==> src/rtl/occ_pkg.sv <==
// Shared constants, types and helpers for the octree cell index pipeline.
package occ_pkg;

	// Tree depth: 2^LEVELS grid cells per axis, LEVELS tree levels (0 is the root).
	localparam int LEVELS = 4;

	localparam int POS_W   = 32;
	localparam int GRID_W  = LEVELS;
	localparam int CODE_W  = 3 * LEVELS;
	localparam int TOP_W   = $clog2(LEVELS + 1);
	localparam int NODE_W  = 10;
	localparam int LEVEL_W = 2;
	localparam int CELL_W  = 9;
	localparam int SUM_W   = (CODE_W > NODE_W) ? CODE_W : NODE_W;

	localparam logic [GRID_W-1:0] GRID_LAST = '1;

	localparam int CFG_IDX_W = 3;

	typedef enum logic [CFG_IDX_W-1:0] {
		REG_ORIGIN_X   = 3'd0,
		REG_ORIGIN_Y   = 3'd1,
		REG_ORIGIN_Z   = 3'd2,
		REG_CELLS_PU_X = 3'd3,
		REG_CELLS_PU_Y = 3'd4,
		REG_CELLS_PU_Z = 3'd5
	} cfg_reg_t;

	// Load enables of the two stages inside one scaling unit.
	typedef struct packed {
		logic en_s1;
		logic en_s2;
	} scale_en_t;

	// First node index of a level: (8^lvl - 1) / 7, built as 1 + 8 + 64 + ...
	function automatic logic [SUM_W-1:0] node_base(input logic [SUM_W-1:0] lvl);
		logic [SUM_W-1:0] start;
		logic [SUM_W-1:0] span;
		start = '0;
		span  = SUM_W'(1);
		for (int i = 0; i < LEVELS; i++) begin
			if (SUM_W'(i) < lvl) begin
				start = start + span;
				span  = span << 3;
			end
		end
		return start;
	endfunction

endpackage

==> src/rtl/occ_axis_scale.sv <==
// One corner component: offset from the origin, then scaling to grid units.
module occ_axis_scale (
	input  logic                           clk,
	input  occ_pkg::scale_en_t             en,
	input  logic signed [occ_pkg::POS_W-1:0] pos,
	input  logic signed [occ_pkg::POS_W-1:0] origin,
	input  logic        [occ_pkg::POS_W-1:0] scale,
	output logic        [occ_pkg::POS_W-1:0] grid_s2
);

	logic [occ_pkg::POS_W:0]       diff;
	logic [occ_pkg::POS_W-1:0]     offset_s1;
	logic [2*occ_pkg::POS_W-1:0]   prod;

	// The offset is exact in 33 bits; zero or negative means grid coordinate 0.
	assign diff = {pos[occ_pkg::POS_W-1], pos} - {origin[occ_pkg::POS_W-1], origin};

	always_ff @(posedge clk) begin
		if (en.en_s1) begin
			if (!diff[occ_pkg::POS_W] && (diff != '0)) begin
				offset_s1 <= diff[occ_pkg::POS_W-1:0];
			end else begin
				offset_s1 <= '0;
			end
		end
	end

	// Unsigned 32 x 32 product in Q32.32; only the integer part is kept.
	assign prod = offset_s1 * scale;

	always_ff @(posedge clk) begin
		if (en.en_s2) begin
			grid_s2 <= prod[2*occ_pkg::POS_W-1:occ_pkg::POS_W];
		end
	end

endmodule

==> config.mk <==
export PLATFORM = sky130hd
export DESIGN_NAME = occ_axis_scale
export DESIGN_NICKNAME = d
export VERILOG_FILES = /design/src/rtl/occ_pkg.sv /design/src/rtl/occ_axis_scale.sv
export SDC_FILE = /design/constraint.sdc
export NUM_CORES = 2
export LEC_CHECK = 0
export BUFFER_PORTS_ARGS = -buffer_cell sky130_fd_sc_hd__buf_2
export CAP_MARGIN = 15
export CORE_UTILIZATION = 66
export DETAILED_ROUTE_END_ITERATION = 16
export PLACE_DENSITY = 0.82
export SLEW_MARGIN = 30
export SYNTH_ARGS = -nofsm -noshare
export SYNTH_HDL_FRONTEND = slang
export SYNTH_SLANG_ARGS = --single-unit
export TNS_END_PERCENT = 1
==> constraint.sdc <==
create_clock -name clk -period 18.5 [get_ports clk]
set_input_delay 2.775 -clock clk [delete_from_list [all_inputs] [get_ports clk]]
set_output_delay 2.775 -clock clk [all_outputs]
set_load 0.05 [all_outputs]
==> results.sh <==
export IMPL_clk_path_buf_depth=2
export IMPL_postRouteAntennaNets=0
export IMPL_setup_viol=0
export IMPL_ys_warn_count=0
export IMPL_outcome="finished clean"
export IMPL_cts_hold_buffers=0
export IMPL_core_area_mm2=0.0540
export IMPL_startpoint_type="primary input"
export IMPL_rsz0062_at_grt="false"
export IMPL_overflow=0
export IMPL_worst_path_max_fanout=32
export IMPL_clockRootBuffer="clkbuf_16"
export IMPL_seq_area_frac_synth_pct=5.30
export IMPL_period_needed_ps=10900
export IMPL_drv_cap=0
export IMPL_clk_latency_ps=370
export IMPL_port_buffer_count=130
export IMPL_crit_type="primary input to register"
export IMPL_start_util_pct=67.2
export IMPL_cts_sinks=64
export IMPL_dieHeight_um=236
export IMPL_nNetsFinal=5152
export IMPL_syn_num_nets=5179
export IMPL_drt_iter0_markers=1860
export IMPL_hold_viol=0
export IMPL_synthFlopType="edfxtp_1"
export IMPL_synth_cell_types=77
export IMPL_post_route_cells_drive_above_1_share_pct=5.25
export IMPL_die_area_mm2=0.0559
export IMPL_synth_edf_count=64
export IMPL_fmax_mhz=91.7
export IMPL_arrival_ps=11020
export IMPL_place_congestion=0.912
export IMPL_hp_class="register to register"
export IMPL_cts_setup_buffers=0
export IMPL_drv_slew=0
export IMPL_fin_tns_setup_ps=0
export IMPL_vias=26700
export IMPL_async_reset_ff_share_pct=0
export IMPL_drc=0
export IMPL_place_hpwl_mm=67.9
export IMPL_finalWirelength_mm=92.2
export IMPL_viasPerCell=5.84
export IMPL_cts_made_buffers=9
export IMPL_slew_headroom_pct=34.0
export IMPL_tritoncts="built"
export IMPL_antenna_found_initial=2
export IMPL_fin_crit_sh_pct=58.9
export IMPL_track_usage_pct=35.3
export IMPL_die_w_um=236
export IMPL_synthCells=3892
export IMPL_fp_row_count=85
export IMPL_area_growth_pct=3.52
export IMPL_grt_first_pass_wirelength_mm=153
export IMPL_fin_skew_ps=7.65
export IMPL_crit_required_ps=18610
export IMPL_syn_area_mm2=0.0363
export IMPL_ctsResizeCount=0
export IMPL_firstDrtPassIters=5
export IMPL_wl_per_cell_um=20.2
export IMPL_htreeDepth=3
export IMPL_grt_pass1_vias=29600
export IMPL_clk_pin_slew_worst_paths_ps=60
export IMPL_tightest_slew_ps=990
export IMPL_ioPinCount=131
export IMPL_end_kind="register"
export IMPL_syn_area_per_cell_um2=9.32
export IMPL_yosys_register_bits=64
export IMPL_grt_start_max_net_pins=33
[synthesized netlist by cell type (16+ instances only)]
cell type / n / area [um^2]
a21o_1: 47 / 353
a21oi_1: 88 / 440
and2_1: 617 / 3860
clkbuf_1: 193 / 724
edfxtp_1: 64 / 1920
fa_1: 896 / 17900
ha_1: 292 / 3650
inv_1: 916 / 3440
nand2_1: 441 / 1660
nand3_1: 18 / 90.1
nand4_1: 16 / 100
nor2_1: 54 / 203
nor3_1: 22 / 110
o21ai_0: 23 / 115
xnor2_1: 37 / 324
xor2_1: 21 / 184
[per-stage QoR]
stage / utilization (%) / hold WS [ps] / instances / instance area (um^2) / setup WS [ps]
after CTS: 69.5 / 1890 / 4566 / 37600 / 7720
final: 69.5 / 1920 / 4567 / 37600 / 7600
after global routing: 69.5 / 2000 / 4566 / 37600 / 7320
after floorplan: - / 1280 / 3892 / 36300 / 8720
after global placement: 69.0 / 1800 / 4550 / 37300 / 7480
after detailed placement: 69.0 / 1860 / 4550 / 37300 / 7350
[registers in the layout, summed over array words and instances, names as in the netlist]
| register | cells |
|---|---|
| grid_s2 | 32 |
| offset_s1 | 32 |
[final timing paths]
kind                          startpoint                    end  slack [ps]  cells past startpoint
min reg2reg  offset_s1[31]$_SDFFCE_PN0P_  grid_s2[31]$_DFFE_PP_        1920                      7
max reg2reg  offset_s1[12]$_SDFFCE_PN0P_  grid_s2[31]$_DFFE_PP_        9950                     27
max                             scale[9]  grid_s2[31]$_DFFE_PP_        7600                     23
min          offset_s1[31]$_SDFFCE_PN0P_  grid_s2[31]$_DFFE_PP_        1920                      7
[cell type report]
cell class              count  area [um^2]
multi-input cells        2708        30100
fillers                  4077        16500
inverters                 916         3440
flip-flops and latches     64         1920
repair buffers            166          921
well taps                 696          871
clock buffers              10          229
clock inverters             6         60.1
diodes                      1         2.50
[cells in the final DEF (no fill, tap or decap), drive strengths merged, types with 4 or more instances in the layout]
cell type and n:
edfxtp 64, nand2b 5, xor2 21, fa 896, a31oi 12, a211oi 4
a221o 5, clkbuf 10, and2 617, nand2 443, a221oi 4, nand4 17
buf 166, a21o 48, and3 19, a21oi 89, nor2b 8, ha 292
o21bai 13, nor3 22, o21ai 38, inv 916, clkinv 4, nand3 18
xnor2 37, nor2 54
[critical path, stage by stage]
cell       delay [ps]
buf_2             730
and2_1            260
fa_1              450
fa_1              550
inv_1              60
fa_1              510
fa_1              530
inv_1              60
fa_1              550
fa_1              450
fa_1              520
fa_1              450
ha_1              360
a21o_1            170
a21o_1            180
a221o_1           280
o2bb2ai_1         160
nor4b_2           740
o21bai_2          230
a31oi_4           290
o31ai_4           150
a2111oi_1         450
nor3b_2            80
[routing by layer]
| layer | track usage (%) | share of wire [%] | vias up |
|---|---|---|---|
| met4 | 20.1 | 6.1 | 2 |
| met1 | 42.4 | 35 | 13600 |
| met3 | 6.09 | 8.8 | 399 |
| met2 | 60.4 | 50 | 1364 |
| li1 | - | - | 11300 |
| met5 | 0 | 0.012 | - |
[kinds of logic (layout without fill, tap and decap cells)]
family | count (synthesis) | count (layout) | synth area share, %
muxes | 1 | 1 | 0.0310
and+or+nand+nor | 1213 | 1213 | 17.5
AOI/OAI and AO/OA | 248 | 248 | 4.54
xor gates and xnor gates | 58 | 58 | 1.40
DFF | 64 | 64 | 5.30
other | 0 | 1 | 0
adders and majority gates | 1188 | 1188 | 59.5
buffers and inverters | 1120 | 1098 | 11.7
Power is not shown: default switching activity piles up to over one toggle a cycle in this logic, so the estimate is an artifact.
