## src/rtl/occ_pkg.sv

```systemverilog
// Shared constants, types and helpers for the octree cell index pipeline.
package occ_pkg;

	// Tree depth: 2^LEVELS grid cells per axis, LEVELS tree levels (0 is the root).
	localparam int LEVELS = 4;

	localparam int POS_W   = 32;
	localparam int GRID_W  = LEVELS;
	localparam int CODE_W  = 3 * LEVELS;
	localparam int TOP_W   = $clog2(LEVELS + 1);
	localparam int NODE_W  = 10;
	localparam int LEVEL_W = 2;
	localparam int CELL_W  = 9;
	localparam int SUM_W   = (CODE_W > NODE_W) ? CODE_W : NODE_W;

	localparam logic [GRID_W-1:0] GRID_LAST = '1;

	localparam int CFG_IDX_W = 3;

	typedef enum logic [CFG_IDX_W-1:0] {
		REG_ORIGIN_X   = 3'd0,
		REG_ORIGIN_Y   = 3'd1,
		REG_ORIGIN_Z   = 3'd2,
		REG_CELLS_PU_X = 3'd3,
		REG_CELLS_PU_Y = 3'd4,
		REG_CELLS_PU_Z = 3'd5
	} cfg_reg_t;

	// Load enables of the two stages inside one scaling unit.
	typedef struct packed {
		logic en_s1;
		logic en_s2;
	} scale_en_t;

	// First node index of a level: (8^lvl - 1) / 7, built as 1 + 8 + 64 + ...
	function automatic logic [SUM_W-1:0] node_base(input logic [SUM_W-1:0] lvl);
		logic [SUM_W-1:0] start;
		logic [SUM_W-1:0] span;
		start = '0;
		span  = SUM_W'(1);
		for (int i = 0; i < LEVELS; i++) begin
			if (SUM_W'(i) < lvl) begin
				start = start + span;
				span  = span << 3;
			end
		end
		return start;
	endfunction

endpackage

```

## src/rtl/occ_node.sv

```systemverilog
// Enclosing tree level, cell number and linear node index from two Morton codes.
module occ_node (
	input  logic                          clk,
	input  logic                          en,
	input  logic [occ_pkg::CODE_W-1:0]    code_lo,
	input  logic [occ_pkg::CODE_W-1:0]    code_hi,
	output logic [occ_pkg::NODE_W-1:0]    node_index_s4,
	output logic [occ_pkg::LEVEL_W-1:0]   tree_level_s4,
	output logic [occ_pkg::CELL_W-1:0]    cell_in_level_s4
);

	logic [occ_pkg::CODE_W-1:0] diff;
	logic [occ_pkg::TOP_W-1:0]  top;
	logic [occ_pkg::SUM_W-1:0]  level;
	logic [occ_pkg::SUM_W-1:0]  cell_no;
	logic [occ_pkg::SUM_W-1:0]  sum;

	assign diff = code_lo ^ code_hi;

	// Highest differing group sets the node size; equal codes give the deepest level.
	always_comb begin
		top = occ_pkg::TOP_W'(1);
		for (int i = 0; i < occ_pkg::LEVELS; i++) begin
			if (diff[3*i +: 3] != 3'b000) begin
				top = occ_pkg::TOP_W'(i + 1);
			end
		end
	end

	assign level = occ_pkg::SUM_W'(occ_pkg::LEVELS) - occ_pkg::SUM_W'(top);

	always_comb begin
		cell_no = '0;
		for (int t = 1; t <= occ_pkg::LEVELS; t++) begin
			if (top == occ_pkg::TOP_W'(t)) begin
				cell_no = occ_pkg::SUM_W'(code_hi >> (3 * t));
			end
		end
	end

	assign sum = occ_pkg::node_base(level) + cell_no;

	always_ff @(posedge clk) begin
		if (en) begin
			node_index_s4    <= sum[occ_pkg::NODE_W-1:0];
			tree_level_s4    <= level[occ_pkg::LEVEL_W-1:0];
			cell_in_level_s4 <= cell_no[occ_pkg::CELL_W-1:0];
		end
	end

endmodule

```

## config.mk

```make
export PLATFORM = sky130hd
export DESIGN_NAME = occ_node
export DESIGN_NICKNAME = d
export VERILOG_FILES = /design/src/rtl/occ_pkg.sv /design/src/rtl/occ_node.sv
export SDC_FILE = /design/constraint.sdc
export NUM_CORES = 1
export LEC_CHECK = 0
export BUFFER_PORTS_ARGS = -buffer_cell sky130_fd_sc_hd__buf_4
export CELL_PAD_IN_SITES_DETAIL_PLACEMENT = 2
export CELL_PAD_IN_SITES_GLOBAL_PLACEMENT = 2
export CORE_ASPECT_RATIO = 0.75
export CORE_MARGIN = 10
export CORE_UTILIZATION = 28
export DETAILED_ROUTE_END_ITERATION = 10
export MAX_ROUTING_LAYER = met4
export PLACE_DENSITY_LB_ADDON = 0.2
export REMOVE_ABC_BUFFERS = 1
export SLEW_MARGIN = 20
export SYNTH_ARGS = -nofsm -noshare
export SYNTH_HDL_FRONTEND = slang
export SYNTH_SLANG_ARGS = --single-unit
```

## constraint.sdc

```tcl
create_clock -name clk -period 2.7 [get_ports clk]
set_clock_uncertainty 0.15 [all_clocks]
set_input_delay 0 -clock clk [delete_from_list [all_inputs] [get_ports clk]]
set_output_delay 0 -clock clk [all_outputs]
set_load 0.05 [all_outputs]
```

==> summary.txt, run 1 <==
gpl congestion: 0.721
WP data required: 2.57 ns
largest net degree at the start of global routing: 22
CTS Buf Count: 3
share of layout cells above drive strength 1: 40.9%
Period minus WS final: 2.54 ns
Pwr Density: 459 nW/um^2
CP top delay family: compound AO/OA/AOI/OAI gates
GR peak layer: met2
Syn-to-layout area delta: 43.7%
antenna cells: 0
initial antenna violation count: 0
grt met2 use: 18.1%
Syn Area/Cell: 12.1 sq um
DR vias/cell: 4.55
crit path DAT: 2.41 ns
met3 Resource Use GR: 2.85%
MaxCap Viol Count: 0
Setup crit start: code_hi[5]
Crit Path Class: in2reg
Setup crit start kind: input port
GRT Resource Usage Total: 10.1%
most frequent cells in the layout: 53 x buf_4, 21 x edfxtp_1, 9 x nor2_1
CP Depth: 14
first-pass GRT wire length: 6.12 mm
met1 Use GR: 10.9%
Core Util, Final: 41.9%
Seq/Total Area, Yosys: 48.2%
die span in x: 98.9 um
Clock transition at path regs: 0.08 ns
# IOs: 47
critical path endpoint: node_index_s4[8]
Hold/Removal Path Class: in2reg
die extent in y: 79.2 um
result of the run: complete, no violations
Leak: 0.000811 uW
DR iter-0 viols: 27
worst ir drop on vdd: 0.260 mV
number of H-tree levels: 1
Clock Tree Root: clkbuf_8
First-pass DRT Iterations: 2
hold_sp: code_hi[9]
residual DRC count: 0
Netlist cell types: 34
grt ovf: 0
crit end category: flop
Cell Area, Synth: 1310 sq um
clock sink total: 21
slowest CP cell: fa_1
CP Buf/Inv Count: 2
initial core utilization: 29.1%
number of nets in the layout: 207
Buffers on Ports: 40
post-detail-place hpwl: 3.19 mm
number of global-route vias before repair: 1215
Core ar.: 4490 sq um
post-DR wirelength/cell: 17.2 um
via count: 1037
Synth warnings: 0
maximum buffer depth of the clock tree: 2
Fin. Hold Viols: 0
dpl cells: 221
crit-path cells: buf_4 -> xor2_1 -> nor2_1 -> o21a_1 -> mux2i_1 -> a211oi_2 -> ha_1 -> inv_1 -> fa_1 -> nor2b_2 -> o31a_1 -> o21ai_2 -> a21oi_1 -> xnor2_2
row cnt: 21
fin. max-slew vios: 0
FF+latch count, synth: 21
Die Area: 7840 sq um
routed wire length: 3.93 mm
Finish-stage setup viols: 0
TritonCTS clock tree: built
CP Max Fanout: 2
fin crit share: 93.9%
Antenna Nets Post-Route: 0
Post-Syn Instances: 108
Finished Layout Cells: 228
commonest non-fill, non-tap cell in the layout: buf_4
Worst path max stage delay: 0.40 ns
Fmax: 0.394 GHz
## per-stage QoR
step / setup slack [ns] / TNS, ns / hold slack, ns / total power [uW] / cell area [sq um]
finish: 0.164 / 0 / 0.00570 / 864 / 1880
global route: -0.0477 / -0.0730 / 0.0228 / 903 / 1880
CTS: 0.0963 / 0 / 0.00295 / 873 / 1860
detailed placement: -0.160 / -0.456 / 0.258 / 657 / 1780
global placement: -0.0229 / -0.0582 / 0.238 / 650 / 1780
floorplan: -0.0555 / -0.0855 / -0.0375 / 548 / 1310
## power by group
group	switching, uW	internal, uW
clock network	105	103
logic	164	98.6
registers	7.52	386
total	277	587
## final cells by class
type                       instances  area (sq um)
clock buffer                       3          41.3
clock inverter                     1          5.00
fill                             481          2610
inverter                           5          18.8
multi-input combinational         84           674
sequential                        21           631
tap                               57          71.3
timing repair buffer              57           439
## kinds of logic after synthesis
| kind of cell | Yosys count | synth area share, % |
|---|---|---|
| AO/OA/AOI/OAI | 22 | 11.5 |
| XOR/XNOR | 13 | 9.27 |
| adder cells (fa/ha/maj) | 9 | 9.18 |
| buffers and inverters | 7 | 2.87 |
| flip-flops | 21 | 48.2 |
| multiplexers | 6 | 4.59 |
| other | 2 | 0.574 |
| AND/OR/NAND/NOR | 28 | 13.9 |
## registers in the layout (all words and copies together) (netlist names)
signal and count:
cell_in_level_s4 9, node_index_s4 10, tree_level_s4 2
## worst min-delay path by stage
stage                          endpoint  depth (start not counted)
finish              cell_in_level_s4[6]                          2
global route        cell_in_level_s4[6]                          2
CTS                 cell_in_level_s4[6]                          2
detailed placement  cell_in_level_s4[8]                          3
global placement    cell_in_level_s4[8]                          3
floorplan           cell_in_level_s4[0]                          0
## metal layers
layer / vias to the layer above / share of wire [%] / wire, um
li1: 509 / - / -
met1: 508 / 44 / 1720
met2: 18 / 52 / 2020
met3: 2 / 4.2 / 165
met4: 0 / 0.59 / 23
met5: - / 0 / 0
## cells in the mapped netlist (all sizes together)
| cell type | n | share of area (%) |
|---|---|---|
| a21oi | 4 | 1.5 |
| nor2b | 7 | 3.9 |
| nor3 | 2 | 1.6 |
| mux2i | 6 | 4.6 |
| nand2 | 1 | 0.29 |
| fa | 1 | 1.5 |
| a22oi | 1 | 0.57 |
| xor2 | 5 | 3.3 |
| and2 | 2 | 0.96 |
| or2 | 1 | 0.48 |
| buf | 2 | 1.4 |
| conb | 2 | 0.57 |
| o21ai | 5 | 1.9 |
| a21o | 1 | 0.57 |
| edfxtp | 21 | 48 |
| and3 | 2 | 0.96 |
| ha | 8 | 7.6 |
| or3 | 2 | 0.96 |
| xnor2 | 8 | 5.9 |
| o211ai | 1 | 0.57 |
| inv | 5 | 1.4 |
| a22o | 1 | 0.67 |
| o31a | 1 | 0.67 |
| a211oi | 5 | 3.3 |
| o21a | 3 | 1.7 |
| nor2 | 9 | 2.6 |
| nand3 | 2 | 2.1 |
## timing repair
| item | in CTS | in global routing |
|---|---|---|
| setup endpoints to repair | 0 | 3 |
| hold buffers | 3 | 0 |
| buffers inserted | 0 | 0 |
| hold endpoints to repair | 23 | 0 |
| gates resized for setup | 0 | 7 |
Power figures use the tool's default switching activity.
==> run 2: changes to the inputs <==
--- a/config.mk
+++ b/config.mk
@@ -5,12 +5,13 @@
 export SDC_FILE = /design/constraint.sdc
 export NUM_CORES = 1
 export LEC_CHECK = 0
+export ABC_AREA = 1
 export BUFFER_PORTS_ARGS = -buffer_cell sky130_fd_sc_hd__buf_4
 export CELL_PAD_IN_SITES_DETAIL_PLACEMENT = 2
 export CELL_PAD_IN_SITES_GLOBAL_PLACEMENT = 2
 export CORE_ASPECT_RATIO = 0.75
 export CORE_MARGIN = 10
-export CORE_UTILIZATION = 28
+export CORE_UTILIZATION = 25
 export DETAILED_ROUTE_END_ITERATION = 10
 export MAX_ROUTING_LAYER = met4
 export PLACE_DENSITY_LB_ADDON = 0.2
@@ -19,3 +20,4 @@
 export SYNTH_ARGS = -nofsm -noshare
 export SYNTH_HDL_FRONTEND = slang
 export SYNTH_SLANG_ARGS = --single-unit
+export TNS_END_PERCENT = 50
==> run 2 against run 1 <==
  * Fmax rose by 7.6%
  * First-iteration DRC count fell by 7.4%
  * Non-clock buffer count fell by 5
  * Cell count rose by 21%
  * Sequential power fell by 1%
  * Global-route usage rose by 0.16 points
  * Largest cell class is now flip-flops and latches
  * Synthesized cell count rose by 33%
  * Sequential cell count did not move
==> summary.txt, run 2 <==
crit end category: flop
Area contributors post-synth: edfxtp_1 48%, nand2_1 9.7%, ha_1 7.6%, nand3_1 6.5%, inv_1 6.0%
Buffers on Ports: 40 (unchanged)
via count: 1168 (+13%)
fin. max-slew vios: 0 (unchanged)
Syn Area/Cell: 9.11 sq um (-25%)
Period minus WS final: 2.36 ns (-0.179 ns)
routed wire length: 4.01 mm (+2.0%)
registers with the most flip-flops: node_index_s4 (10), cell_in_level_s4 (9), tree_level_s4 (2)
number of H-tree levels: 1 (unchanged)
crit-path cells: buf_4 -> xnor2_1 -> nand3_2 -> inv_2 -> nand3_1 -> nand3_1 -> ha_1 -> inv_1 -> fa_1 -> inv_1 -> nand3_1 -> nand2_1 -> a21oi_1 -> nand4_1 -> nand2_1
CTS resizes: 0 (unchanged)
Pwr Density: 440 nW/um^2 (-4.2%)
largest reg by FF count: node_index_s4
number of nets in the layout: 239 (+15%)
Post-synth ARST share: 0% (unchanged)
die extent in y: 82.8 um (+4.5%)
Main synth FF type: edfxtp_1
# IOs: 47 (unchanged)
Hold/Removal Path Class: in2reg
initial antenna violation count: 0 (unchanged)
Die Area: 8580 sq um (+9.5%)
antenna cells: 0 (unchanged)
CTS Hold Buffers Added: 9 (+6)
clock sink total: 21 (unchanged)
RSZ-0062 raised after global routing: false
most frequent cells in the layout: 43 x buf_4, 34 x nand2_1, 21 x inv_1, 21 x edfxtp_1, 17 x nand3_1
die span in x: 104 um (+4.8%)
Fin. Hold Viols: 0 (unchanged)
CP Max Fanout: 7 (+5)
Antenna Nets Post-Route: 0 (unchanged)
fin crit share: 87.3% (-6.6 points)
Seq/Total Area, Yosys: 48.0% (-0.14 points)
top-count cell post-synth: nand2_1
initial core utilization: 26.3% (-2.8 points)
top cell type's share of synthesized area: 48.0% (-0.14 points)
Core ar.: 4980 sq um (+11%)
FF+latch count, synth: 21 (unchanged)
Hold Crit Endpoint: cell_in_level_s4[2]
Setup crit start kind: input port
residual DRC count: 0 (unchanged)
post-DR wirelength/cell: 14.6 um (-15%)
hold_sp: code_hi[11]
TritonCTS clock tree: built
cell accounting for the most synthesized area: edfxtp_1
Netlist cell types: 18 (-47%)
Total Negative Setup Slacks: 0 ns (unchanged)
Fmax: 0.424 GHz (+7.6%)
share of layout cells above drive strength 1: 26.6% (-14 points)
GRT Resource Usage Total: 10.3% (+0.16 points)
Clock Tree Root: clkbuf_8
largest net degree at the start of global routing: 22 (unchanged)
Leak: 0.000928 uW (+14%)
worst ir drop on vdd: 0.247 mV (-4.9%)
Final Power: 821 uW (-5.0%)
MaxCap Viol Count: 0 (unchanged)
Worst path max stage delay: 0.40 ns (about the same)
result of the run: complete, no violations
post-CTS setup buffers: 0 (unchanged)
Post-synth top cells: 34 x nand2_1, 21 x edfxtp_1, 21 x inv_1
number of synthesized flops with an enable pin: 21 (unchanged)
Clock transition at path regs: 0.08 ns (about the same)
WP data required: 2.58 ns (about the same)
Syn-to-layout area delta: 42.1%
number of global-route vias before repair: 1351 (+11%)
commonest non-fill, non-tap cell in the layout: buf_4
maximum buffer depth of the clock tree: 2 (unchanged)
Synth warnings: 0 (unchanged)
CTS Buf Count: 3 (unchanged)
DR vias/cell: 4.25 (-6.6%)
crit path DAT: 2.23 ns (-0.18 ns)
grt ovf: 0 (unchanged)
Finish-stage setup viols: 0 (unchanged)
Cell Area, Synth: 1310 sq um (+0.29%)
row cnt: 22 (+4.8%)
CP most frequent cell: nand3_1
worst hold stages: 3 (+1)
First-pass DRT Iterations: 4 (+2)
first-pass GRT wire length: 6.91 mm (+13%)
DR iter-0 viols: 25 (-7.4%)
max reg flops: 10 (unchanged)
gpl congestion: 0.782 (+8.5%)
post-detail-place hpwl: 3.26 mm (+2.5%)
Post-Syn Instances: 144 (+33%)
Crit Path Class: in2reg
slowest CP cell: fa_1
[run 2: layer usage]
metal	share of wire [%]	global-route usage (%)	wire [um]
met5	0	-	0
met4	0.67	1.66	27
met3	5.3	3.48	212
met2	50	18.7	1990
met1	44	11.0	1780
[run 2: through the flow]
stage / area (sq um) / util [%] / instances / worst slack (ns) / hold WS [ns]
after CTS: 1870 / 37.4 / 275 / 0.349 / 0.00994
final: 1870 / 37.4 / 275 / 0.343 / 0.0143
after global routing: 1870 / 37.4 / 275 / 0.144 / 0.0108
after global placement: 1730 / 34.7 / 262 / 0.118 / 0.237
after detailed placement: 1730 / 34.7 / 262 / 0.0404 / 0.236
after floorplan: 1320 / - / 147 / 0.541 / -0.0375
[run 2: cell type report]
cell class	instances	area, sq um
clock buffer	3	41.3
clock inverter	1	5.00
fill	571	3120
inverter	23	86.3
multi-input combinational	103	599
sequential	21	631
tap	72	90.1
timing repair buffer	52	413
[run 2: worst max path at each step]
stage	from	to	slack (ns)
finish	code_hi[5]	node_index_s4[8]	0.34
global route	code_hi[5]	node_index_s4[8]	0.14
CTS	code_hi[5]	node_index_s4[8]	0.35
detailed placement	code_hi[5]	node_index_s4[8]	0.04
global placement	code_hi[10]	node_index_s4[8]	0.12
floorplan	code_hi[7]	node_index_s4[8]	0.54
[run 2: where the power goes]
part	switching, uW	internal [uW]	total [uW]
Sequential	6.20	383	389
Combinational	147	75.9	223
Clock	106	103	209
Total	259	562	821
[run 2: worst max-delay path, delay by kind of cell]
kind / cells / cell delay [ns]
xor gates and xnor gates: 1 / 0.27
AOI/OAI and AO/OA: 1 / 0.12
adders and majority gates: 2 / 0.59
and+or+nand+nor: 7 / 0.82
buffers and inverters: 4 / 0.45
[run 2: cells by family (layout without fill, tap and decap cells)]
logic type,count (synthesis),after routing,synth area share (%)
adders and majority gates,9,9,9.15
AOI/OAI and AO/OA,9,9,3.43
other,2,6,0.572
DFF,21,21,48.0
buffers and inverters,24,79,7.44
xor gates and xnor gates,12,12,8.01
and+or+nand+nor,67,67,23.4
