**config.mk**
```make
export PLATFORM = sky130hd
export DESIGN_NAME = occ_morton
export DESIGN_NICKNAME = d
export VERILOG_FILES = /design/src/rtl/occ_pkg.sv /design/src/rtl/occ_morton.sv
export SDC_FILE = /design/constraint.sdc
export NUM_CORES = 1
export LEC_CHECK = 0
export ABC_AREA = 1
export BUFFER_PORTS_ARGS = -buffer_cell sky130_fd_sc_hd__buf_2
export CORE_MARGIN = 8
export CORE_UTILIZATION = 36
export DETAILED_ROUTE_END_ITERATION = 6
export PLACE_DENSITY = 0.93
export SYNTH_ARGS = -nofsm -noshare
export SYNTH_HDL_FRONTEND = slang
export SYNTH_SLANG_ARGS = --single-unit
```
**constraint.sdc**
```tcl
create_clock -name clk -period 1 [get_ports clk]
set_input_delay 0.2 -clock clk [delete_from_list [all_inputs] [get_ports clk]]
set_output_delay 0.2 -clock clk [all_outputs]
set_load 0.05 [all_outputs]
```
**src/rtl/occ_pkg.sv**
```systemverilog
// Shared constants, types and helpers for the octree cell index pipeline.
package occ_pkg;

	// Tree depth: 2^LEVELS grid cells per axis, LEVELS tree levels (0 is the root).
	localparam int LEVELS = 4;

	localparam int POS_W   = 32;
	localparam int GRID_W  = LEVELS;
	localparam int CODE_W  = 3 * LEVELS;
	localparam int TOP_W   = $clog2(LEVELS + 1);
	localparam int NODE_W  = 10;
	localparam int LEVEL_W = 2;
	localparam int CELL_W  = 9;
	localparam int SUM_W   = (CODE_W > NODE_W) ? CODE_W : NODE_W;

	localparam logic [GRID_W-1:0] GRID_LAST = '1;

	localparam int CFG_IDX_W = 3;

	typedef enum logic [CFG_IDX_W-1:0] {
		REG_ORIGIN_X   = 3'd0,
		REG_ORIGIN_Y   = 3'd1,
		REG_ORIGIN_Z   = 3'd2,
		REG_CELLS_PU_X = 3'd3,
		REG_CELLS_PU_Y = 3'd4,
		REG_CELLS_PU_Z = 3'd5
	} cfg_reg_t;

	// Load enables of the two stages inside one scaling unit.
	typedef struct packed {
		logic en_s1;
		logic en_s2;
	} scale_en_t;

	// First node index of a level: (8^lvl - 1) / 7, built as 1 + 8 + 64 + ...
	function automatic logic [SUM_W-1:0] node_base(input logic [SUM_W-1:0] lvl);
		logic [SUM_W-1:0] start;
		logic [SUM_W-1:0] span;
		start = '0;
		span  = SUM_W'(1);
		for (int i = 0; i < LEVELS; i++) begin
			if (SUM_W'(i) < lvl) begin
				start = start + span;
				span  = span << 3;
			end
		end
		return start;
	endfunction

endpackage

```
**src/rtl/occ_morton.sv**
```systemverilog
// Grid clamping and bit interleaving of both corners into Morton codes.
module occ_morton (
	input  logic                                clk,
	input  logic                                en,
	input  logic [2:0][occ_pkg::POS_W-1:0]      grid_lo,
	input  logic [2:0][occ_pkg::POS_W-1:0]      grid_hi,
	output logic [occ_pkg::CODE_W-1:0]          code_lo_s3,
	output logic [occ_pkg::CODE_W-1:0]          code_hi_s3
);

	logic [2:0][occ_pkg::GRID_W-1:0] cl_lo;
	logic [2:0][occ_pkg::GRID_W-1:0] cl_hi;
	logic [occ_pkg::CODE_W-1:0]      code_lo;
	logic [occ_pkg::CODE_W-1:0]      code_hi;

	always_comb begin
		for (int a = 0; a < 3; a++) begin
			if (grid_lo[a] >= occ_pkg::POS_W'(occ_pkg::GRID_LAST)) begin
				cl_lo[a] = occ_pkg::GRID_LAST;
			end else begin
				cl_lo[a] = grid_lo[a][occ_pkg::GRID_W-1:0];
			end
			if (grid_hi[a] >= occ_pkg::POS_W'(occ_pkg::GRID_LAST)) begin
				cl_hi[a] = occ_pkg::GRID_LAST;
			end else begin
				cl_hi[a] = grid_hi[a][occ_pkg::GRID_W-1:0];
			end
		end
	end

	// x lands in bit 0, y in bit 1 and z in bit 2 of each 3-bit group.
	always_comb begin
		for (int b = 0; b < occ_pkg::LEVELS; b++) begin
			for (int a = 0; a < 3; a++) begin
				code_lo[3*b + a] = cl_lo[a][b];
				code_hi[3*b + a] = cl_hi[a][b];
			end
		end
	end

	always_ff @(posedge clk) begin
		if (en) begin
			code_lo_s3 <= code_lo;
			code_hi_s3 <= code_hi;
		end
	end

endmodule

```
==> results.cfg, run 1 <==
[job]
maxCapViolations = 0

[logic_synthesis]
synthAdderAreaFrac_pct = 0
syn_area_um2 = 2080
synth-seq-cells = 24
synth_xor_area_share_pct = 0
muxShareOfSynthArea_pct = 0
yosysUniqueCellTypes = 9
yosys.area_share.simple_pct = 41.5
syn_area_per_cell_um2 = 5.98
ys_seq_area_share_pct = 34.7
yosys_warnings = 0
synth_compound_gate_area_share_pct = 0
syn_inst = 348
synth_top_family_by_area = simple AND/OR/NAND/NOR gates
syn_nets = 542

[finish]
diodes = 0
nFillCells = 484
final_cell_mix = buf_2 (193), inv_1 (120), nand2_1 (84)
final_common_cell = buf_2
area_growth_pct = 70.8
drive_above_1_share_pct = 43.9
num-nets-final = 774
final_area_um2 = 3550
final_util_pct = 64.1
stdcell_count = 651

[run_status]
violations = setup timing
status = complete, but fails checks

[cts]
cts.clk_slew.worst_paths_ns = 0.08
cts_root_buffer = clkbuf_8
cts_buffers = 3
cts_max_path_buffers = 2
cts_tree = done
post-cts-setup-buffers = 0
cts_sinks = 24
ctsHtreeMaxLevel = 1

[route]
wl_per_cell_um = 11.5
firstDrtPassIters = 4
wl_um = 7500
drt-initial-drc-count = 53
vias = 2691
drtAntennaViolNets = 0
drt-vias-per-instance = 4.13
post-route-drc-count = 0

[grt]
grt_max_degree = 14
grt_pass1_wl_um = 12300
grt_pass1_vias = 2981
antenna_found_initial = 0
gr-usage-all-layers_pct = 17.5
overflow = 0

[setup_path]
crit_slowest_cell = edfxtp_1
cp_top_family = flip-flops
end_kind = output pin
cp_data_arrival_time_ns = 0.88
worstPathCellList = buf_6
worst_setup_path_startpoint = code_lo_s3[5]$_SDFFCE_PP1P_
start_kind = flop
cp_max_fo = 1
max_stage_delay_ns = 0.44
crit_type = reg -> out
worstPathRequired_ns = 0.80
cp_num_buf_inv = 1

[timing]
setup-violations-final = 24
fmax_mhz = 928
hold_viol = 0
rsz0062_at_grt = yes
slew_headroom_pct = 87.2
tightest_slew_ns = 0.192
final_max_slew_viol_count = 0
layout_setup_ws_ns = -0.0779
fin_crit_sh_pct = 108
period_needed_ns = 1.08

[power]
power_uw = 2710
irDropWorstVdd_uv = 422
power_density_nw_per_um2 = 764
power_leakage_uw = 0.00220

[floorplanning]
die_h_um = 92
rows = 27
coreArea_um2 = 5540
die_area_um2 = 8460
fp.dieW_um = 92
start_util_pct = 37.5
io_pins = 218

[min_path]
hold_start = grid_hi[66]
min_path_cells = 3
hold_class = in -> reg
worstHoldEndpoint = code_hi_s3[8]$_SDFFCE_PP1P_

[placed_design]
gp_congestion = 0.864
port_buffers = 217
dp.cells = 647
place_ws_ns = -0.163
post_dp_cell_area_um2 = 3360
hpwlAfterDp_um = 6930
## report_power, final
part | switching, uW | internal, uW
Combinational | 491 | 485
Clock | 284 | 274
Sequential | 24.7 | 1150
## cell families (layout without fill, tap and decap cells)
group,count (synthesis),after routing
AND/OR/NAND/NOR,192,192
buffers and inverters,132,363
flip-flops,24,24
## flip-flops by register name (all words and copies together), names as in the netlist
name	count
code_lo_s3	12
code_hi_s3	12
## timing repair
item / 4_1_cts / 5_1_grt
hold buffers: 0 / 0
gates resized for setup: 48 / 0
pin swaps: 0 / 0
setup endpoints to repair: 24 / 24
gates cloned: 0 / 0
## how the worst max path moves through the flow
stage / end / slack (ns) / cells past startpoint
final: code_lo_s3[5] / -0.08 / 1
after CTS: code_lo_s3[5] / -0.09 / 1
after floorplan: code_hi_s3[0]$_SDFFCE_PP1P_ / 0.09 / 5
after global placement: code_hi_s3[9]$_SDFFCE_PP1P_ / -0.14 / 7
after global routing: code_lo_s3[5] / -0.09 / 1
after detailed placement: code_hi_s3[3]$_SDFFCE_PP1P_ / -0.16 / 6
## per-layer routing
layer  global-route usage (%)  wire length [um]  vias up
met3                     5.38               637       10
li1                         -                 -     1435
met2                     34.7              4080      128
met4                     7.11               162        0
met5                        0                 0        -
met1                     15.9              2630     1118
## Yosys cell counts (all sizes together)
master / instances / area, um2
nand4: 6 / 75.1
edfxtp: 24 / 721
nand2: 84 / 315
nor2: 72 / 315
inv: 120 / 450
and2: 6 / 37.5
nand3: 24 / 120
clkinv: 12 / 45.0
## stage by stage
stage | hold WS (ns) | setup TNS [ns]
4_1_cts | 0.217 | -0.704
3_5_place_dp | 0.494 | -3.00
6_report | 0.222 | -0.429
2_1_floorplan | 0.312 | 0
5_1_grt | 0.219 | -1.31
3_3_place_gp | 0.489 | -2.02
## area by class of cell
class                      count  area [um2]  share of cell area (%)
timing repair buffer         227        1340                    37.6
multi-input combinational    192         863                    24.3
sequential                    24         721                    20.3
inverter                     132         495                    14.0
tap                           72        90.1                    2.54
clock buffer                   3        41.3                    1.16
clock inverter                 1        3.75                   0.106
Power figures use the tool's default switching activity.
==> run 2: changes to the inputs <==
Settings changed: PLACE_DENSITY 0.93 to 0.82.
==> results.cfg, run 2 (synthesized netlist as in run 1, its figures left out) <==
[placed_design]
hpwlAfterDp_um = 6530
port_buffers = 217
post_dp_cell_area_um2 = 3380
place_ws_ns = -0.123
gp_congestion = 0.865

[cts]
cts.clk_slew.worst_paths_ns = 0.08
cts_sinks = 24
cts_root_buffer = clkbuf_8
cts_tree = done
postCtsHoldBufs = 0
post-cts-setup-buffers = 0
post_cts_resized = 48
ctsHtreeMaxLevel = 1
cts_max_path_buffers = 2
cts_buffers = 3

[route]
wl_um = 7080
wl_per_cell_um = 10.8
drt-vias-per-instance = 4.19
wl_met3_um = 831
wl_met1_um = 2250
drtAntennaViolNets = 0
vias = 2738
drt-initial-drc-count = 35
dr.max_layer_used = met4
met2_length_um = 3810
post-route-drc-count = 0
firstDrtPassIters = 4

[floorplanning]
die_area_um2 = 8460
fp.dieW_um = 92
io_pins = 218
start_util_pct = 37.5
die_h_um = 92
coreArea_um2 = 5540
rows = 27

[setup_path]
worstPathCellList = buf_6
worstPathRequired_ns = 0.80
max_stage_delay_ns = 0.42
cp_top_family = flip-flops
cp_max_fo = 1
start_kind = flop
cp_data_arrival_time_ns = 0.86
crit_slowest_cell = edfxtp_1
end_kind = output pin
cp_num_buf_inv = 1
crit_type = reg -> out

[grt]
grt_pass1_vias = 2940
grt_pass1_wl_um = 11600
overflow = 0
grt_max_degree = 14
gr-usage-all-layers_pct = 16.2
antenna_found_initial = 0

[finish]
final_util_pct = 64.5
drive_above_1_share_pct = 44.2
nFillCells = 507
final_cell_mix = buf_2 (193), inv_1 (120), nand2_1 (84)
num-nets-final = 777
final_area_um2 = 3570
top_regs = code_hi_s3: 12 flops, code_lo_s3: 12 flops
register_area_um2 = 721
area_growth_pct = 71.8
diodes = 0
final_common_cell = buf_2
multiInputGateArea_um2 = 863

[timing]
fin_crit_sh_pct = 106
tightest_slew_ns = 0.173
rsz0062_at_grt = yes
fmax_mhz = 947
whs_ns = 0.221
setup-violations-final = 23
layout_setup_ws_ns = -0.0560
slew_headroom_pct = 88.4
tns_ns = -0.327
final_max_slew_viol_count = 0
period_needed_ns = 1.06
hold_viol = 0

[power]
irDropWorstVdd_uv = 455
power_leakage_uw = 0.00222
combinationalPowerShare_pct = 36.1
p_int_uw = 1920
power_density_nw_per_um2 = 760
switching_share_pct = 29.3
p_sw_uw = 797
pwr-share-seq_pct = 43.3
clock_power_share_pct = 20.6

[run_status]
status = complete, but fails checks
violations = setup timing

[min_path]
hold_class = in -> reg

[job]
maxCapViolations = 0
## run 2: cell types whose count changed in the layout (fill, tap and decap cells not counted)
cell,before,now
buf_4,8,11
## run 2: worst min-delay path, delay by kind of cell
kind          cells  cell delay, ns
simple gates      1            0.06
buf+inv           2            0.11
## run 2: metrics by stage
step	std cells	power (uW)
6_report	654	2720
5_1_grt	654	2890
4_1_cts	654	2750
3_5_place_dp	650	2110
3_3_place_gp	650	2090
2_1_floorplan	348	1590
## run 2: layout make-up
cell class	instances	area share [%]
sequential	24	20.2
clock inverter	1	0.105
tap	72	2.52
clock buffer	3	1.16
timing repair buffer	230	38.0
inverter	132	13.9
multi-input combinational	192	24.2
## run 2: worst paths after layout
kind,to,slack (ns),depth (start not counted),start
worst max-delay path,code_hi_s3[10],-0.06,1,code_hi_s3[10]$_SDFFCE_PP1P_
worst min-delay path,code_lo_s3[11]$_SDFFCE_PP1P_,0.22,3,grid_lo[67]
## run 2: power by group through the flow
stage	clock network (uW)	logic (uW)	registers, uW
floorplan	0	215	1380
global placement	0	902	1190
detailed placement	0	925	1190
CTS	589	988	1180
global route	627	1080	1180
finish	560	979	1180
## run 2: layer usage
metal  global-route usage, %  up-vias
met4                    6.58        0
met2                    33.0      151
met1                    13.5     1131
met3                    5.95       16
li1                        -     1440
met5                       0        -
==> run 3: changes to the inputs <==
==> constraint.sdc (replaced) <==
create_clock -name clk -period 1 [get_ports clk]
set_input_delay 0.1 -clock clk [delete_from_list [all_inputs] [get_ports clk]]
set_output_delay 0.1 -clock clk [all_outputs]
set_load 0.05 [all_outputs]
==> results.cfg, run 3 (synthesized netlist as in run 1, its figures left out) <==
[setup_path]
worstPathRequired_ns = 0.90
start_kind = flop
cp_top_family = flip-flops
crit_type = reg -> out
cp_data_arrival_time_ns = 0.86
worstPathCellList = buf_4
worst_setup_path_startpoint = code_hi_s3[10]$_SDFFCE_PP1P_
cp_num_buf_inv = 1
crit_end = code_hi_s3[10]
cp_max_fo = 1
crit_slowest_cell = edfxtp_1
end_kind = output pin
max_stage_delay_ns = 0.40
path_depth = 1

[route]
met2_length_um = 3720
drt-initial-drc-count = 18
vias = 2599
wl_um = 6790
firstDrtPassIters = 4
post-route-drc-count = 0
dr.max_layer_used = met4
drt-vias-per-instance = 4.05
wl_met3_um = 767
wl_per_cell_um = 10.6
wl_met1_um = 2230
drtAntennaViolNets = 0

[cts]
cts_buffers = 3
cts_max_path_buffers = 2
post-cts-setup-buffers = 0
cts_sinks = 24
cts_tree = done
postCtsHoldBufs = 0
cts_root_buffer = clkbuf_8
cts.clk_slew.worst_paths_ns = 0.08
ctsHtreeMaxLevel = 1

[floorplanning]
die_area_um2 = 8460
rows = 27
fp.dieW_um = 92
coreArea_um2 = 5540
io_pins = 218
start_util_pct = 37.5
die_h_um = 92

[power]
p_int_uw = 1820
power_uw = 2570
power_density_nw_per_um2 = 774
combinationalPowerShare_pct = 34.0
power_leakage_uw = 0.00211
irDropWorstVdd_uv = 453
switching_share_pct = 29.2
p_sw_uw = 751
pwr-share-seq_pct = 45.2
clock_power_share_pct = 20.7

[finish]
final_area_um2 = 3320
diodes = 0
final_cell_mix = buf_2 (215), inv_1 (120), nand2_1 (84)
num-nets-final = 765
area_growth_pct = 59.7
drive_above_1_share_pct = 43.1
final_util_pct = 60.0
top_regs = code_hi_s3: 12 flops, code_lo_s3: 12 flops
final_common_cell = buf_2

[placed_design]
port_buffers = 217
gp_congestion = 0.868
place_ws_ns = -0.0366
post_dp_cell_area_um2 = 3280
hpwlAfterDp_um = 6450

[timing]
hold_viol = 0
final_max_slew_viol_count = 0
setup-violations-final = 0
period_needed_ns = 0.963
slew_headroom_pct = 82.1
fin_crit_sh_pct = 96.3
layout_setup_ws_ns = 0.0369
fmax_mhz = 1040
tightest_slew_ns = 0.271
rsz0062_at_grt = no
tns_ns = 0

[grt]
grt_pass1_vias = 2741
gr-usage-all-layers_pct = 15.2
overflow = 0
grt_max_degree = 25
antenna_found_initial = 0
grt_pass1_wl_um = 10900

[run_status]
status = complete, no violations

[job]
maxCapViolations = 0

[min_path]
hold_class = in -> reg
[run 3: cell count changes in the layout (fill, tap and decap cells not counted)]
cell | before | now
buf_4 | 11 | 1
buf_6 | 24 | 0
buf_12 | 2 | 1
clkinv_1 | 13 | 12
clkbuf_4 | 0 | 1
buf_2 | 193 | 215
[run 3: area by class of cell]
cell class,count,area [um2]
well taps,72,90.1
clock buffers,3,41.3
multi-input cells,192,863
inverters,132,495
flip-flops and latches,24,721
repair buffers,218,1110
fillers,538,2220
[run 3: how the worst min path moves through the flow]
stage / start / endpoint / slack [ns] / depth (start not counted)
detailed placement: grid_lo[67] / code_lo_s3[11]$_SDFFCE_PP1P_ / 0.39 / 3
floorplan: en / code_hi_s3[0]$_SDFFCE_PP1P_ / 0.21 / 0
finish: grid_hi[32] / code_hi_s3[1]$_SDFFCE_PP1P_ / 0.12 / 3
global route: grid_hi[32] / code_hi_s3[1]$_SDFFCE_PP1P_ / 0.12 / 3
CTS: grid_lo[2] / code_lo_s3[6]$_SDFFCE_PP1P_ / 0.12 / 3
global placement: grid_hi[0] / code_hi_s3[0]$_SDFFCE_PP1P_ / 0.39 / 3
[run 3: metrics by stage]
| stage | instances | hold slack (ns) |
|---|---|---|
| 2_1_floorplan | 348 | 0.212 |
| 4_1_cts | 641 | 0.117 |
| 3_5_place_dp | 638 | 0.389 |
| 5_1_grt | 641 | 0.120 |
| 6_report | 641 | 0.125 |
| 3_3_place_gp | 638 | 0.386 |
[run 3: per-layer routing]
layer,global-route usage [%],vias up
met5,0,-
met4,3.22,0
met3,7.01,6
met2,31.1,124
met1,12.6,1054
li1,-,1415
[run 3: timing repair]
item / 4_1_cts / 5_1_grt
endpoints found under the setup margin: 0 / 2
resized for setup: 0 / 3
hold endpoints to repair: 0 / 0
[run 3: power groups by stage]
stage               Clock, uW  Combinational (uW)  Sequential [uW]
finish                    533                 875             1160
global route              602                 971             1170
CTS                       557                 885             1160
detailed placement          0                 883             1190
global placement            0                 863             1180
floorplan                   0                 215             1380
